File: src/msht_ram.sv
// ----------------------------------------------------------------------------
// msht_ram: generic single-write, single-read RAM
// One write port and one read port; the read data is registered and holds
// its value while no read is issued.
// ----------------------------------------------------------------------------
`default_nettype none

module msht_ram #(
  parameter int unsigned WIDTH = 8,
  parameter int unsigned DEPTH = 64
) (
  input  wire logic                     clk_i,
  input  wire logic                     we_i,
  input  wire logic [$clog2(DEPTH)-1:0] waddr_i,
  input  wire logic [WIDTH-1:0]         wdata_i,
  input  wire logic                     re_i,
  input  wire logic [$clog2(DEPTH)-1:0] raddr_i,
  output logic      [WIDTH-1:0]         rdata_o
);

  logic [WIDTH-1:0] mem_q [DEPTH];

  always_ff @(posedge clk_i) begin
    if (we_i) begin
      mem_q[waddr_i] <= wdata_i;
    end
    if (re_i) begin
      rdata_o <= mem_q[raddr_i];
    end
  end

endmodule

`default_nettype wire

File: config.mk
export PLATFORM = sky130hd
export DESIGN_NAME = msht_ram
export DESIGN_NICKNAME = d
export VERILOG_FILES = /design/src/msht_ram.sv
export SDC_FILE = /design/constraint.sdc
export NUM_CORES = 1
export LEC_CHECK = 0
export ABC_AREA = 1
export BUFFER_PORTS_ARGS = -buffer_cell sky130_fd_sc_hd__buf_2
export CAP_MARGIN = 20
export CORE_AREA = 2 2 296 298
export CTS_CLUSTER_DIAMETER = 150
export DETAILED_ROUTE_END_ITERATION = 8
export DIE_AREA = 0 0 298 300
export PLACE_DENSITY = 0.42
export SLEW_MARGIN = 20
export SYNTH_ARGS = -nofsm -noshare
export SYNTH_HDL_FRONTEND = slang
export SYNTH_SLANG_ARGS = --single-unit
File: constraint.sdc
create_clock -name clk_i -period 2.28 [get_ports clk_i]
set_input_delay 0.342 -clock clk_i [delete_from_list [all_inputs] [get_ports clk_i]]
set_output_delay 0.342 -clock clk_i [all_outputs]
set_load 0.02 [all_outputs]
==> results.md <==
- Status: complete, no violations
- Number of fill cells in the layout: 8,900
- Post-synthesis simple-gate area fraction: 0.231
- WL final: 62,400 um
- # DRC: 0
- Ports: 31
- Routed WL per cell: about 20 um
- Largest area contributor in the netlist: edfxtp_1
- Flops & latches, synth: 520
- Fin util: 0.295
- Max FO, Critical Path: 1
- Setup Fix Bufs, Post-CTS: 0
- Mapped Cells: 1,805
- Count of final setup violators: 0
- GR Util All Layers: 0.138
- H-tree Lvls: 2
- Share of the synthesized area in the top cell type: 0.729
- Seq/Total Area, Yosys: 0.729
- Routability cong.: 0.802
- Post-DP HPWL: 37,300 um
- Critical Path End Type: output pin
- Worst-path clk slew: 60 ps
- Total clock sinks: 520
- CTS tree: done
- Ys Warns: 0
- Critical Path Max Stage Delay: 490 ps
- Leakage dissipation: just over 9 nW
- Main synth FF type: edfxtp_1
- Post-route ant nets: 0
- Final #Nets: 1,937
- Most area-consuming cells after synthesis: edfxtp_1 73%, nand2_1 11%, nand3_1 10%
- Setup TNS: 0 ps
- Initial core utilization: 0.248
- Share of cells above drive strength 1: 0.125
- Final Cycle Share: 0.733
- Final hold violation count: 0
- Normalized max-slew margin: 0.551
- Hold depth: 1
- Max-slew violations: 0
- Critical path class: reg -> out
- Critical path depth in cells: 1
- Synth Area in Adders: 0
- Max Fclk: 598 MHz
- Hold Path Class: in -> reg
- Combinational family with the most area after synthesis: simple AND/OR/NAND/NOR gates
- Clock latency on the worst-skew pair: 620 ps
- Peak VDD IR: 0.000469 V
- Pwr Total: approximately 22 mW
- Post-Synth XOR/XNOR Area: 0
- Critical Path RT: 1940 ps
- Global-route wire length before repair: 93,200 um
- CTS Root Buffer Type: clkbuf_16
- Pwr Density: 847 mW/mm^2
- Initial DRC count: 1,263
- Num CTS Buffers: 57
- CP startpoint kind: register
- Layout area overhead: 18.8%
- Buf/Inv on CP: 1
- Via density: about 4.5
- Hold-fix buffers at CTS: 0
- Post-synth EDFFs: 520
- Die area: 0.0894 mm^2
- Crit-path cells: buf_2
- Die Y: 300 um
- Clk buf depth: 3
- Synthesized area per cell: 11.9 um^2
- Minimum clock period: 1670 ps
- Core area: 0.0862 mm^2
- Tightest Pin Transition: 673 ps
- Distinct cells, synth: 15
- Via count: ~14,000
- Asr flop ratio synth: 0
- FP Rows: ~110
- Crit path arrival time: 1330 ps
- PostCTS Resize Cnt: 0
- Final clock skew: 24.3 ps
- Worst path slowest cell: edfxtp_1
- Mux contribution to synthesized area: 0
- Top cells by count, synth: 648 x nand2_1, 520 x edfxtp_1, 439 x nand3_1, 56 x nor2_1, 37 x buf_2
- GRT overflow: 0
- Syn_nets: 1,828
- Mapped cell area: about 0.021 mm^2
- Compound-Gate Fraction of Synth Area: 0
- R2R cell count: 8
- Number of global-route vias before repair: 14,100
- Max Cap Viol: 0
- Most common cell in the synthesized netlist: nand2_1
- Port buffer count: 30
- Crit-path leading delay family: flip-flops
- Die width: a little under 300 um
- RSZ-0062 raised after global routing: no
- Largest net degree at the start of global routing: 65
- Initial antenna violation count: 4
- Initial DRT Pass Iterations: 5
==> placed cells by master (no fill, tap or decap), drive strengths merged, types with 9 or more instances in the layout <==
cell / n
clkbuf: 67
buf: 162
bufinv: 9
edfxtp: 520
nand2: 648
nor2: 56
nand4: 9
nand3: 439
inv: 13
clkinv: 30
==> worst paths after layout <==
path	slack (ps)	startpoint	end
min	170	re_i	rdata_o[1]
min reg2reg	910	mem_q[17][2]	rdata_o[2]
max	610	rdata_o[7]	rdata_o[7]
max reg2reg	690	mem_q[15][5]	rdata_o[5]
==> routing by layer <==
metal	global-route usage	routed length [um]	vias to the layer above
met5	0	0	-
met4	0.0305	1050	0
met3	0.0224	2990	83
met2	0.218	27900	301
met1	0.200	30400	7029
li1	-	-	6589
==> state kept, by name (all words and copies together) (netlist names) <==
register / flops
rdata_o: 8
mem_q: 512
==> layout make-up <==
type                       instances  area, um^2  share of cell area
sequential                       520       15600               0.614
tap                             1155        1450              0.0568
clock inverter                    41         412              0.0162
timing repair buffer             163        1460              0.0574
clock buffer                      66        1500              0.0591
multi-input combinational       1160        4950               0.194
inverter                          12        55.1             0.00216
antenna                            2        5.00            0.000197
==> report_power, final <==
group	leakage [nW]	total, mW	switching, mW	internal, mW
Clock	0.938	9.52	3.83	5.69
Combinational	3.49	1.39	1.01	0.382
Sequential	4.69	10.6	0.0302	10.6
Total	9.11	21.5	4.86	16.7
==> through the flow <==
stage               cells  instance area, um^2  hold slack, ps  setup slack, ps
floorplan            1805                21400             441              172
global placement     3010                23500             774             67.6
detailed placement   3010                23500             775             78.3
CTS                  3117                25400             105              605
global route         3117                25400             122              518
finish               3119                25400             167              608
==> cells by family after synthesis <==
| family | after synthesis |
|---|---|
| flops | 520 |
| buf+inv | 125 |
| simple gates | 1160 |
Note: power is estimated with default switching activity, not from simulation.
